`src/sv/smoothed_heaviside_dirac_macros.svh`:
```
// assertion macros for the smoothed heaviside / dirac top level
// no dependencies
`ifndef SMOOTHED_HEAVISIDE_DIRAC_MACROS_SVH
`define SMOOTHED_HEAVISIDE_DIRAC_MACROS_SVH

// condition implies consequence in the same cycle
`define SHD_ASSERT_IMPLIES(label, clk, rst_n, ante, cons) \
  label: assert property (@(posedge clk) disable iff (!rst_n) (ante) |-> (cons)) \
    else $error("shd assertion failed");

// condition implies consequence in the next cycle
`define SHD_ASSERT_NEXT(label, clk, rst_n, ante, cons) \
  label: assert property (@(posedge clk) disable iff (!rst_n) (ante) |=> (cons)) \
    else $error("shd assertion failed");

`endif

```
`src/sv/shd_pkg.sv`:
```
// shared types and constants of the smoothed heaviside / dirac pipeline
// no dependencies
`timescale 1ns / 1ps
package shd_pkg;

  localparam int NUM_STAGES   = 15;
  localparam int FRONT_STAGES = 3;
  localparam int SINE_STAGES  = 8;
  localparam int BACK_STAGES  = NUM_STAGES - FRONT_STAGES;

  localparam logic [30:0] Q30_ONE  = 31'h4000_0000;
  localparam logic [30:0] Q30_HALF = 31'h2000_0000;

  typedef logic [30:0] shd_coef_arr_t [0:6];

  // q30 coefficients of sin(pi z / 2), horner form in z^2
  localparam shd_coef_arr_t SIN_COEF = '{
    31'd1686629713, 31'd693598668, 31'd85569306, 31'd5026995,
    31'd172272, 31'd3864, 31'd61
  };

  localparam logic [30:0] INV_PI_Q30   = 31'd341782638;
  localparam logic [30:0] INV_2PI2_Q30 = 31'd54396397;

  typedef enum logic {
    REG_BAND = 1'b0,
    REG_INV  = 1'b1
  } shd_reg_t;

  typedef struct packed {
    logic        neg;
    logic        below;
    logic        above;
    logic        cneg;
    logic [30:0] u;
  } shd_side_t;

endpackage

```
`src/sv/shd_front.sv`:
```
// front stages: band test, coordinate product, saturation and sine argument fold
// depends on shd_pkg
`timescale 1ns / 1ps
module shd_front #(
  parameter int FRAC_BITS = 16
) (
  input  logic                               clk,
  input  logic [shd_pkg::FRONT_STAGES-1:0]   stage_en,
  input  logic [31:0]                        level_value,
  input  logic [30:0]                        band_half_width,
  input  logic [30:0]                        inverse_band_half_width,
  output logic [30:0]                        zs,
  output logic [30:0]                        zc,
  output shd_pkg::shd_side_t                 side
);

  localparam int TWO_F = 2 * FRAC_BITS;
  localparam int SH_R  = (TWO_F >= 30) ? (TWO_F - 30) : 0;
  localparam int SH_L  = (TWO_F < 30) ? (30 - TWO_F) : 0;

  logic signed [32:0] psi_x;
  logic signed [32:0] eps_x;
  logic [31:0]        mag_nxt;

  logic [31:0] mag0_r;
  logic        neg0_r, below0_r, above0_r;
  logic [62:0] m1_r;
  logic        neg1_r, below1_r, above1_r;

  logic [30:0] u_c;
  logic        cneg_c;
  logic [31:0] u2_c;
  logic [30:0] zs_nxt, zc_nxt;

  logic [30:0]        zs_r, zc_r;
  shd_pkg::shd_side_t side_r;

  assign psi_x   = {level_value[31], level_value};
  assign eps_x   = {2'b00, band_half_width};
  assign mag_nxt = level_value[31] ? (32'd0 - level_value) : level_value;

  always_ff @(posedge clk) begin
    if (stage_en[0]) begin
      mag0_r   <= mag_nxt;
      neg0_r   <= level_value[31];
      below0_r <= (psi_x < -eps_x);
      above0_r <= (psi_x > eps_x);
    end
  end

  always_ff @(posedge clk) begin
    if (stage_en[1]) begin
      m1_r     <= {31'd0, mag0_r} * {32'd0, inverse_band_half_width};
      neg1_r   <= neg0_r;
      below1_r <= below0_r;
      above1_r <= above0_r;
    end
  end

  always_comb begin
    if ((m1_r >> TWO_F) != 63'd0) begin
      u_c = shd_pkg::Q30_ONE;
    end else begin
      u_c = 31'((m1_r >> SH_R) << SH_L);
    end
    cneg_c = (u_c > shd_pkg::Q30_HALF);
    u2_c   = {u_c, 1'b0};
    if (cneg_c) begin
      zs_nxt = 31'({1'b0, shd_pkg::Q30_ONE - u_c, 1'b0});
      zc_nxt = 31'(u2_c - {1'b0, shd_pkg::Q30_ONE});
    end else begin
      zs_nxt = 31'(u2_c);
      zc_nxt = 31'({1'b0, shd_pkg::Q30_ONE} - u2_c);
    end
  end

  always_ff @(posedge clk) begin
    if (stage_en[2]) begin
      zs_r         <= zs_nxt;
      zc_r         <= zc_nxt;
      side_r.neg   <= neg1_r;
      side_r.below <= below1_r;
      side_r.above <= above1_r;
      side_r.cneg  <= cneg_c;
      side_r.u     <= u_c;
    end
  end

  assign zs   = zs_r;
  assign zc   = zc_r;
  assign side = side_r;

endmodule

```
`config.mk`:
```
export PLATFORM = sky130hd
export DESIGN_NAME = shd_front
export DESIGN_NICKNAME = d
export VERILOG_FILES = /design/src/sv/smoothed_heaviside_dirac_macros.svh /design/src/sv/shd_pkg.sv /design/src/sv/shd_front.sv
export SDC_FILE = /design/constraint.sdc
export NUM_CORES = 2
export LEC_CHECK = 0
export BUFFER_PORTS_ARGS = -buffer_cell sky130_fd_sc_hd__buf_2
export CAP_MARGIN = 0
export CORE_MARGIN = 8
export CORE_UTILIZATION = 35
export CTS_CLUSTER_DIAMETER = 60
export DETAILED_ROUTE_END_ITERATION = 6
export GPL_ROUTABILITY_DRIVEN = 0
export HOLD_SLACK_MARGIN = 0.1
export PLACE_DENSITY = 0.52
export SYNTH_ARGS = -nofsm -noshare
export SYNTH_HDL_FRONTEND = slang
export SYNTH_SLANG_ARGS = --single-unit
```
`constraint.sdc`:
```
create_clock -name clk -period 13.97 [get_ports clk]
set_input_delay 2.794 -clock clk [delete_from_list [all_inputs] [get_ports clk]]
set_output_delay 2.794 -clock clk [all_outputs]
set_load 0.03 [all_outputs]
```
Word-level counts from Yosys, hierarchy flattened
Cells that the tools add are included. W data, S select, Z words.

$add $sub $neg: 5. Multipliers: 1. Magnitude comparators: 3. Muxes and demuxes: 4. Reduce and logical (&&, ||, !) cells: 1.

Operators by type and width (number): $mux W31 (4); $mul A32 B31 Y63 (1); $reduce_bool A63 Y1 (1); $lt A32 B33 Y1 (1); $neg A31 Y33 (1); $gt A32 B32 Y1 (1); $sub A1 B32 Y32 const A (1); $gt A31 B30 Y1 const B (1); $sub A31 B31 Y31 const A (1); $sub A31 B31 Y31 const B (1); $sub A1 B30 Y30 const A (1).

Bits in registers: 198. Bits of input ports: 98. Output and inout bits: 97.

Logic depth before layout (Yosys ltp)
Depth in word-level cells: 4. Depth in mapped cells: 29. Mapped depth without buffers: 27.

Worst setup path after synthesis
Ideal clock, no wire load.

Path type: input-to-reg. From: input port inverse_band_half_width[4]. To: register m1_r[57] (data pin). Arrival: 9.268 ns. Slack: 4.435 ns. Stages on the path: 27. Cells stage by stage: clkbuf_1 and2_1 fa_1 fa_1 fa_1 inv_1 fa_1 inv_1 fa_1 inv_1 fa_1 inv_1 fa_1 inv_1 fa_1 inv_1 ha_1 clkbuf_1 a21oi_1 o21ai_0 a221o_1 a21o_1 o211ai_1 nand3_1 a21boi_0 o21bai_1 xor2_1.

Longest elaborated chain between the ends: 1.

RTL lines: start, declared (RTL line shd_front.sv:11) `input logic [30:0] inverse_band_half_width,`; $mul A32 B31 Y63 (RTL line shd_front.sv:53) `m1_r <= {31'd0, mag0_r} * {32'd0, inverse_band_half_width};`; end signal, assigned (RTL line shd_front.sv:53); end, declared (RTL line shd_front.sv:27) `logic [62:0] m1_r;`.

No other way between the ends. A chain may end at the register's enable or synchronous reset.

Final worst setup path
From: input port inverse_band_half_width[7]. To: register m1_r[61] (data pin).

Same word-level chain as after synthesis.

==> key figures <==
Run status
  • Status: finished clean

Clock network
  • Latest clock arrival within the worst-skew pair: 520 ps
  • CTS tree: built
  • Postcts setup bufs: 0
  • CTS buffer count: 17
  • H-tree depth: 4
  • Post_cts resized: 0
  • CTS Hold Bufs: 0
  • CTS Buffer Depth: 2
  • Clock root buffer master: clkbuf_16
  • Clock sink total: 192
  • Clk slew on worst S/H paths: 80 ps

Route
  • Met1 WL: 47770 µm
  • DR vias/cell: 4.893
  • Drt initial violations: 1670
  • Met3 wire length: 5054 µm
  • Met2 wire len: 60160 µm
  • Drt wl/cell: 19.35 µm
  • Max layer used: met5
  • WL final: 116700 µm
  • Drt first pass iters: 6
  • Via count: 29.51k
  • Post-route ant nets: 0
  • DRC viols: 0

Final layout
  • Area delta synth->final: 7.121%
  • Most frequent cells in the layout: 866 x fa_1, 855 x inv_1, 567 x and2_1, 557 x nand2_1, 321 x ha_1
  • Most common cell after layout, fill and taps aside: fa_1
  • Fillers: 12.10k
  • FF/Latch Area: 5766 µm²
  • Share of cells above drive strength 1: 6.476%
  • Multi-input gate area: 32200 µm²
  • Nets: 5688

Critical path
  • Cell Chain, Critical Path: buf_2 -> and2_1 -> fa_1 -> fa_1 -> inv_1 -> fa_1 -> fa_1 -> inv_1 -> fa_1 -> fa_1 -> fa_1 -> fa_1 -> ha_1 -> a21oi_1 -> o21ai_0 -> nor2_1 -> nor3_1 -> o211ai_1 -> nand3_1 -> a21boi_0 -> o311a_1 -> a211oi_1
  • Crit path max fanout: 32
  • CP Capture Type: register
  • Largest stage delay, worst path: 600 ps
  • Slowest-stage cell, CP: fa_1
  • Crit start category: input pin
  • CP top delay family: adder cells
  • Worst Path Class, Setup: input pin to register
  • Most numerous cell on the critical path: fa_1
  • Buf+Inv Stages, Crit Path: 3
  • Required time worst endpoint: 14300 ps
  • CP arrival: 10850 ps

STA
  • Tcrit/Tclk final: 75.25%
  • Tightest Pin Transition: 1143 ps
  • Fin worst setup slack: 3457 ps
  • Final Hold Fails: 0
  • Final Slew Violations: 0
  • Clock Skews: 32.42 ps
  • Slew HR: 22.84%
  • Setup Viol. Count Final: 0
  • Fmax: 95.12 MHz
  • Unrepaired setup endpoints after global routing: no
  • Final TNS setup: 0 ps
  • Hold WS: 421.2 ps
  • Final Critical Period: 10510 ps

Yosys
  • Prevailing post-synth register cell: edfxtp_1
  • Synth unique cells: 71
  • Flop and latch count out of synthesis: 192
  • Avg Synthesized Cell Area: 9.587 µm²
  • Synth warn: 0
  • Ys async rst share: 0%
  • Post-Synthesis Cells: 4391
  • Sequential fraction of the synthesis area: 13.70%
  • Mapped Area: 42100 µm²
  • Number of enable-type register cells in the synthesized netlist: 192

Global routing
  • Total gr overflow: 0
  • First-pass GRT wire length: 185300 µm
  • Largest net degree at the start of global routing: 64
  • Initial antenna violation count: 6
  • Total track usage: 18.02%
  • Vias in the first global route: 32.11k

Place
  • DP HPWL: 91680 µm
  • Worst slack, placed: 3039 ps
  • Number of port buffers: 192

Floorplan
  • Die ar.: 131600 µm²
  • Starting density of the core: 35.18%
  • Die width: 362.8 µm
  • Die height: 362.8 µm
  • Rows: 127
  • IO Count: 195
  • Core ar.: 119700 µm²

Run
  • Max-Cap Viols: 0

Hold path
  • Hold Path Class: register to register
## per-stage QoR
stage,cells,area (µm²),util (%)
after floorplan,4392,42100,-
after global placement,5996,44470,37.17
after detailed placement,5996,44470,37.17
after CTS,6028,45090,37.68
after global routing,6028,45090,37.68
final,6030,45090,37.69
## sequential cells by signal, summed over array words and instances (netlist names)
| register | count |
|---|---|
| above1_r | 1 |
| neg0_r | 1 |
| zc | 29 |
| below0_r | 1 |
| zs | 29 |
| below1_r | 1 |
| m1_r | 61 |
| side | 35 |
| neg1_r | 1 |
| above0_r | 1 |
| mag0_r | 32 |
## cell usage after synthesis (25+ instances only)
master / instances / area share [%]
fa_1: 866 / 41
xnor2_1: 122 / 2.5
nor2_1: 92 / 0.82
nor3_1: 25 / 0.30
o21ai_0: 67 / 0.80
a21o_1: 60 / 1.1
clkbuf_1: 229 / 2.0
xor2_1: 34 / 0.71
nand4_1: 37 / 0.55
ha_1: 321 / 9.5
a21oi_1: 107 / 1.3
edfxtp_1: 192 / 14
and2_1: 567 / 8.4
inv_1: 855 / 7.6
nand2_1: 557 / 5.0
nor4_1: 26 / 0.39
## worst reg2reg max path, cell delays in order, from the launching register on
cell	delay [ps]
edfxtp_1	720
buf_4	380
and2_1	200
fa_1	430
fa_1	510
inv_1	50
fa_1	450
fa_1	520
inv_1	60
fa_1	580
fa_1	440
fa_1	600
fa_1	450
ha_1	450
a21oi_1	120
o21ai_0	580
nor2_1	80
nor3_1	430
o211ai_1	350
nand3_1	210
a21boi_0	190
o311a_1	380
a211oi_1	170
## kinds of logic (layout without fill, tap and decap cells)
family | count (synthesis) | after routing | synth area share, %
flip-flops | 192 | 192 | 13.70
XOR/XNOR | 156 | 156 | 3.246
other | 1 | 4 | 0.008908
AND/OR/NAND/NOR | 1408 | 1408 | 17.10
adder cells (fa/ha/maj) | 1187 | 1187 | 50.72
buffers and inverters | 1098 | 1122 | 9.850
AO/OA/AOI/OAI | 349 | 349 | 5.380
## final cells by class
class                   count  area share [%]
repair buffers            235           2.852
clock inverters            14          0.4134
diodes                      2         0.01110
clock buffers              18          0.9517
inverters                 855           7.117
flip-flops and latches    192           12.79
well taps                1612           4.473
multi-input cells        3102           71.40
## layer usage
metal / up-vias / track usage, %
met4: 2 / 5.858
met1: 15342 / 22.56
li1: 13378 / -
met5: - / 0
met3: 153 / 2.522
met2: 632 / 31.94
## final timing paths
path | startpoint | endpoint | slack [ps] | cells past startpoint
setup / recovery | inverse_band_half_width[7] | m1_r[61] | 3460 | 22
hold / removal | below1_r | side[33] | 420 | 0
setup reg to reg | mag0_r[11] | m1_r[61] | 5470 | 22
hold reg to reg | below1_r | side[33] | 420 | 0
Power is left out: the tool's default activity adds up to more than one toggle a clock period on the data nets, which glitch-free logic cannot reach.
